$ cat src/rtl/crc64_stream_and_prng_assert.svh
// assertion macros used by the crc64 stream and prng rtl
// expects clk and arst_n in the scope of every use
`ifndef CRC64_STREAM_AND_PRNG_ASSERT_SVH
`define CRC64_STREAM_AND_PRNG_ASSERT_SVH

// property holds at every clock edge outside reset
`define CRC64SP_ASSERT(label, prop, msg) \
	label: assert property (@(posedge clk) disable iff (!arst_n) prop) else $error(msg);

// antecedent in one cycle implies consequent in the same cycle
`define CRC64SP_ASSERT_IMPL(label, ante, cons, msg) \
	label: assert property (@(posedge clk) disable iff (!arst_n) (ante) |-> (cons)) \
		else $error(msg);

// antecedent in one cycle implies consequent in the next cycle
`define CRC64SP_ASSERT_NEXT(label, ante, cons, msg) \
	label: assert property (@(posedge clk) disable iff (!arst_n) (ante) |=> (cons)) \
		else $error(msg);

`endif

$ cat src/rtl/crc64sp_pkg.sv
// types, register codes and crc-64 folding functions for the crc64 stream and prng
// no dependencies; used by crc64sp_engine and crc64_stream_and_prng
package crc64sp_pkg;

	localparam logic [63:0] CRC_POLY    = 64'hC96C5795D7870F42;
	localparam logic [63:0] START_RESET = 64'hFFFFFFFFFFFFFFFF;
	localparam logic [63:0] SEED_RESET  = 64'h0;

	localparam int CFG_INDEX_W = 8;
	localparam logic [CFG_INDEX_W-1:0] REG_START_VALUE = 8'd0;
	localparam logic [CFG_INDEX_W-1:0] REG_SEED        = 8'd1;

	localparam logic KIND_DATA = 1'b0;
	localparam logic KIND_DRAW = 1'b1;

	typedef struct packed {
		logic       kind;
		logic [7:0] data_byte;
		logic       first;
		logic       last;
	} in_item_t;

	typedef struct packed {
		logic        result_kind;
		logic [63:0] value;
	} out_item_t;

	typedef struct packed {
		logic        start_we;
		logic        seed_we;
		logic [63:0] data;
	} cfg_wr_t;

	typedef logic [7:0][63:0]  col8_t;
	typedef logic [63:0][63:0] col64_t;

	// one-bit-at-a-time reflected crc shift, elaboration only
	function automatic logic [63:0] shift_bits(input logic [63:0] x, input int n);
		logic [63:0] c;
		c = x;
		for (int k = 0; k < n; k++) begin
			c = (c >> 1) ^ (c[0] ? CRC_POLY : 64'h0);
		end
		return c;
	endfunction

	function automatic col8_t make_col8();
		col8_t t;
		for (int i = 0; i < 8; i++) begin
			t[i] = shift_bits(64'h1 << i, 8);
		end
		return t;
	endfunction

	function automatic col64_t make_col64();
		col64_t t;
		for (int i = 0; i < 64; i++) begin
			t[i] = shift_bits(64'h1 << i, 64);
		end
		return t;
	endfunction

	localparam col8_t  FOLD8_COL  = make_col8();
	localparam col64_t FOLD64_COL = make_col64();

	// eight shift steps as one xor network
	function automatic logic [63:0] fold8(input logic [63:0] x);
		logic [63:0] acc;
		acc = x >> 8;
		for (int i = 0; i < 8; i++) begin
			acc = acc ^ (x[i] ? FOLD8_COL[i] : 64'h0);
		end
		return acc;
	endfunction

	// sixty-four shift steps as one xor network
	function automatic logic [63:0] fold64(input logic [63:0] x);
		logic [63:0] acc;
		acc = 64'h0;
		for (int i = 0; i < 64; i++) begin
			acc = acc ^ (x[i] ? FOLD64_COL[i] : 64'h0);
		end
		return acc;
	endfunction

endpackage

$ cat src/rtl/crc64sp_engine.sv
// state registers and single-pass crc-64 datapath of the crc64 stream and prng
// depends on crc64sp_pkg
module crc64sp_engine
	import crc64sp_pkg::*;
(
	input  logic        clk,
	input  logic        arst_n,
	input  logic        take,
	input  in_item_t    item,
	input  cfg_wr_t     cfg,
	output logic        emit,
	output out_item_t   result
);

	logic [63:0] start_q;
	logic [63:0] running_q;
	logic [63:0] random_q;
	logic [63:0] sum_base;
	logic [63:0] sum_next;
	logic [63:0] draw_next;

	assign sum_base  = item.first ? start_q : running_q;
	assign sum_next  = fold8(sum_base ^ {56'h0, item.data_byte});
	assign draw_next = fold64(start_q ^ random_q);

	assign emit               = (item.kind == KIND_DRAW) || item.last;
	assign result.result_kind = item.kind;
	assign result.value       = (item.kind == KIND_DRAW) ? draw_next : sum_next;

	always_ff @(posedge clk or negedge arst_n) begin
		if (!arst_n) begin
			start_q   <= START_RESET;
			running_q <= START_RESET;
			random_q  <= SEED_RESET;
		end else begin
			if (take && item.kind == KIND_DATA) begin
				running_q <= sum_next;
			end
			if (take && item.kind == KIND_DRAW) begin
				random_q <= draw_next;
			end
			if (cfg.start_we) begin
				start_q <= cfg.data;
			end
			if (cfg.seed_we) begin
				random_q <= cfg.data;
			end
		end
	end

endmodule

$ cat src/rtl/crc64_stream_and_prng.sv
// crc64 stream and prng: input register, engine and result register
// depends on crc64sp_pkg, crc64sp_engine and crc64_stream_and_prng_assert.svh
//
// usage
// in channel: in_valid/in_stall carry one in_item_t per transaction; kind 0 folds
//   data_byte into the running reflected crc-64 (first restarts it from start_value,
//   last returns it), kind 1 draws a new random number from the random state
// out channel: out_valid/out_stall carry one out_item_t per returned value; data
//   bytes without last return nothing
// cfg channel: cfg_valid/cfg_ready write start_value (index 0) or seed (index 1);
//   cfg_ready is always high, other indexes are dropped, write only while idle
// path: an accepted item waits in the input register, then its result is registered in res_q
// throughput: one item per cycle while no returning item waits on out_stall; the byte fold and
//   the 64-bit draw are each one xor network between the input register and the result register
// stall: a held result keeps its value; the input register still drains items
//   that return nothing, and in_stall rises once a returning item must wait
// reset: start_value and running checksum all ones, random state zero, both
//   channels empty
`include "crc64_stream_and_prng_assert.svh"

module crc64_stream_and_prng
	import crc64sp_pkg::*;
(
	input  logic                   clk,
	input  logic                   arst_n,
	input  logic                   in_valid,
	output logic                   in_stall,
	input  in_item_t               in_data,
	output logic                   out_valid,
	input  logic                   out_stall,
	output out_item_t              out_data,
	input  logic                   cfg_valid,
	output logic                   cfg_ready,
	input  logic [CFG_INDEX_W-1:0] cfg_index,
	input  logic [63:0]            cfg_data
);

	logic      valid_s1;
	in_item_t  item_s1;
	logic      res_valid_q;
	out_item_t res_q;
	logic      out_free;
	logic      adv;
	logic      emit;
	out_item_t result;
	cfg_wr_t   cfg;

	assign cfg_ready    = 1'b1;
	assign cfg.start_we = cfg_valid && cfg_ready && (cfg_index == REG_START_VALUE);
	assign cfg.seed_we  = cfg_valid && cfg_ready && (cfg_index == REG_SEED);
	assign cfg.data     = cfg_data;

	assign out_free = !res_valid_q || !out_stall;
	assign adv      = valid_s1 && (!emit || out_free);
	assign in_stall = valid_s1 && !adv;

	assign out_valid = res_valid_q;
	assign out_data  = res_q;

	crc64sp_engine u_engine (
		.clk    (clk),
		.arst_n (arst_n),
		.take   (adv),
		.item   (item_s1),
		.cfg    (cfg),
		.emit   (emit),
		.result (result)
	);

	always_ff @(posedge clk or negedge arst_n) begin
		if (!arst_n) begin
			valid_s1    <= 1'b0;
			res_valid_q <= 1'b0;
		end else begin
			if (in_valid && !in_stall) begin
				valid_s1 <= 1'b1;
			end else if (adv) begin
				valid_s1 <= 1'b0;
			end
			if (adv && emit) begin
				res_valid_q <= 1'b1;
			end else if (!out_stall) begin
				res_valid_q <= 1'b0;
			end
		end
	end

	always_ff @(posedge clk) begin
		if (in_valid && !in_stall) begin
			item_s1 <= in_data;
		end
		if (adv && emit) begin
			res_q <= result;
		end
	end

	`CRC64SP_ASSERT_IMPL(a_stall_needs_item, in_stall, valid_s1, "stall without held item")
	`CRC64SP_ASSERT_IMPL(a_no_overwrite, valid_s1 && emit && res_valid_q && out_stall, in_stall && !adv, "held result would be overwritten")
	`CRC64SP_ASSERT_NEXT(a_draw_returns, adv && item_s1.kind == KIND_DRAW, res_valid_q && res_q.result_kind == KIND_DRAW, "draw did not return a random number")
	`CRC64SP_ASSERT_NEXT(a_silent_keeps_result, adv && !emit && res_valid_q && out_stall, res_valid_q && $stable(res_q), "item without result disturbed held result")

endmodule

$ cat config.mk
export PLATFORM = sky130hd
export DESIGN_NAME = crc64_stream_and_prng
export DESIGN_NICKNAME = d
export VERILOG_FILES = /design/src/rtl/crc64sp_pkg.sv /design/src/rtl/crc64sp_engine.sv /design/src/rtl/crc64_stream_and_prng.sv
export VERILOG_INCLUDE_DIRS = /design/src /design/src/rtl
export SDC_FILE = /design/constraint.sdc
export NUM_CORES = 1
export LEC_CHECK = 0
export BUFFER_PORTS_ARGS = -buffer_cell sky130_fd_sc_hd__buf_2
export CAP_MARGIN = 20
export CORE_ASPECT_RATIO = 1.2
export CORE_MARGIN = 2
export CORE_UTILIZATION = 50
export DETAILED_ROUTE_END_ITERATION = 8
export GPL_ROUTABILITY_DRIVEN = 0
export GPL_TIMING_DRIVEN = 0
export PLACE_DENSITY = 0.68
export SLEW_MARGIN = 20
export SYNTH_ARGS = -nofsm -noshare
export SYNTH_HDL_FRONTEND = slang
export SYNTH_SLANG_ARGS = --single-unit
$ cat constraint.sdc
create_clock -name clk -period 5.9 [get_ports clk]
set_input_delay 1.18 -clock clk [delete_from_list [all_inputs] [get_ports clk]]
set_output_delay 1.18 -clock clk [all_outputs]
set_load 0.05 [all_outputs]
==> impl_metrics.tcl <==
set metrics [dict create \
    first_pass_iters 6 \
    drc 0 \
    die_width_um 203 \
    worstSetupStartpoint "u_engine.start_q[22]$_DFFE_PN1P_" \
    synth_top_area_share_pct 25.2 \
    synth_cell_types 35 \
    crit_type "register to register" \
    hp-class "register to register" \
    cts-root-buf "clkbuf_16" \
    synth_area_mm2 0.0237 \
    vias_per_cell 6.03 \
    initial_core_util_pct 50.6 \
    fp.dieArea_mm2 0.0492 \
    layout.area.seq_mm2 0.00730 \
    postCtsHoldBufs 0 \
    yosysTopAreaCell "xnor2_1" \
    drv_cap 0 \
    slew_viol_final 0 \
    r2r_setup_slack_ps 1560 \
    routed_wl_mm 94.7 \
    synth-seq-cells 270 \
    tns_ps 0 \
    first_global_vias 17200 \
    numPortBuffers 154 \
    grt_pass1_wl_mm 130 \
    nets 2292 \
    crit_arrival_ps 4770 \
    num_rows 87 \
    syn-num-nets 2104 \
    worst-path-max-fanout 10 \
    placed_cells 2800 \
    hold_depth 2 \
    slew_headroom_pct 17.1 \
    post_drt_wl_per_cell_um 33.3 \
    yosysSeqAreaShare_pct 30.7 \
    rsz0062_at_grt "no" \
    core_mm2 0.0469 \
    synth-edff-count 76 \
    die_h_um 243 \
    path_common_cell "xnor2_1" \
    cts_tree "yes" \
    finalHoldViolCount 0 \
    overflow 0 \
    yosys_warnings 0 \
    dp_slack_ps 1750 \
    htreeDepth 1 \
    worst_pin_slew_ps 1240 \
    antenna_cells 0 \
    worstRegToRegCells 9 \
    numCtsBuffers 25 \
    drive_gt1_share_pct 24.9 \
    synthArstFlopShare_pct 71.9 \
    finalSetupViolations 0 \
    cp_slowest_cell "xor2_1" \
    grt_max_degree 92 \
    drt_iter0_drc 2072 \
    start_kind "register" \
    vias 17200 \
    cpPeakStageDelay_ps 760 \
    multiInputGateArea_mm2 0.0163 \
    cp_cell_sequence "xnor2_1, buf_2, xnor2_2, xor2_1, xnor3_1, xnor2_1, xnor2_1, a21oi_1, a21o_1" \
    post-route-period-util_pct 73.5 \
    hpwl_mm 73.6 \
    netlist_top_cells_area "xnor2_1 25%, dfstp_2 14%, xnor3_1 11%, edfxtp_1 9.6%, dfrtp_1 7.0%" \
    fin_cells 2846 \
    status "finished, final reports clean" \
    max_freq_mhz 230 \
    synthFlopType "dfstp_2" \
    min_to "u_engine.running_q[40]$_DFFE_PN1P_" \
    syn_area_per_cell_um2 11.8 \
    cp_top_family "XOR/XNOR gates" \
    crit_path_end_kind "register" \
    period_needed_ps 4340 \
    cp_num_buf_inv 1 \
    syn_to_final_growth_pct 11.1 \
    fillers 3958 \
    cts_resized 0 \
    required_ps 6330 \
    clk_path_buf_depth 3 \
    ant_nets 0 \
    reg2reg_to "u_engine.random_q[41]$_DFFE_PN0P_" \
    fin_skew_ps 42.5 \
    numClockSinks 270 \
    cts_setup_buffers 0 \
    clk_pin_slew_worst_paths_ps 70 \
    ios 156 \
    clk_latency_ps 570 \
    antenna_found_initial 0 \
    min_from "u_engine.running_q[40]$_DFFE_PN1P_" \
    fin_ws_ps 1560 \
    grt_use_total_pct 38.3 \
    rr_startpoint "u_engine.start_q[22]$_DFFE_PN1P_" \
    synth_cells 2016 \
]
synth_stat cells, types with 60 or more instances:
master	n
xnor2_1	682
xor2_1	167
o21ai_0	141
dfstp_2	128
xnor3_1	118
nand2_1	106
mux2_2	94
edfxtp_1	76
dfrtp_1	66
mux2i_1	66
nor2_1	65
a21oi_1	60
tightest hold or removal path, stage by stage (launching register included):
cell     delay (ps)
dfstp_2         370
nand2_1          40
o21ai_1          50
worst max-delay path by stage:
stage,to,cells past startpoint
5_1_grt,u_engine.random_q[41]$_DFFE_PN0P_,9
4_1_cts,out_data[52]$_DFFE_PP_,7
3_5_place_dp,out_data[52]$_DFFE_PP_,7
2_1_floorplan,out_data[0]$_DFFE_PP_,1
6_report,u_engine.random_q[41]$_DFFE_PN0P_,9
3_3_place_gp,out_data[23]$_DFFE_PP_,2
per-layer routing:
layer / track usage (%) / part of all wire [%] / wire length [um]
met4: 30.5 / 10 / 9610
met5: 0 / 0 / 0
met2: 58.2 / 44 / 41600
met1: 46.0 / 35 / 32800
met3: 9.84 / 11 / 10600
cell usage in the layout, fill, tap and decap left out, types with 2 or more instances in the layout:
cell type    n
buf_6        3
mux2i_1     66
xnor2_4     33
and3_1       3
buf_4        3
dfstp_2    128
o21ai_1     21
xor3_1       7
nand2_1    106
clkbuf_1    54
edfxtp_1    76
nor2_1      65
xnor3_1    118
xor2_1     166
xnor3_2      3
a21o_1      28
nand3_1      3
o21ai_0    141
xnor2_1    675
buf_2      160
xnor2_2     60
clkinv_2     9
xor2_2      14
a21oi_1     59
xor2_4       4
buf_16       4
mux2_2      94
clkbuf_8     4
clkbuf_16   25
dfrtp_1     66
buf_1        9
inv_6        2
state kept, by name, summed over array words and instances (netlist names):
signal              count
out_valid               1
out_data               65
item_s1                11
u_engine.random_q      64
u_engine.start_q       64
u_engine.running_q     64
valid_s1                1
kinds of logic (layout without fill, tap and decap cells):
group                  Yosys count  in the layout  share of synthesized area, %
AO/OA/AOI/OAI                  252            252                          5.63
other                            1              1                        0.0158
multiplexers                   161            161                          7.30
XOR/XNOR                      1080           1080                          52.1
AND/OR/NAND/NOR                182            182                          2.99
buffers and inverters           70            277                          1.19
flip-flops                     270            270                          30.7
final cells by class:
class	instances	area share (%)
clock buffers	32	2.62
well taps	623	2.96
multi-input cells	1676	61.7
repair buffers	161	3.51
flip-flops and latches	270	27.7
plain buffers	70	1.07
clock inverters	14	0.413
per-stage QoR:
stage               utilization (%)  hold WS [ps]  cell area (um^2)
global placement               53.9           453             25300
CTS                            56.1           465             26300
global route                   56.2           488             26400
detailed placement             54.4           455             25500
finish                         56.2           462             26400
floorplan                         -           445             23700
Power is not shown: default switching activity piles up to over one toggle a cycle in this logic, so the estimate is an artifact.
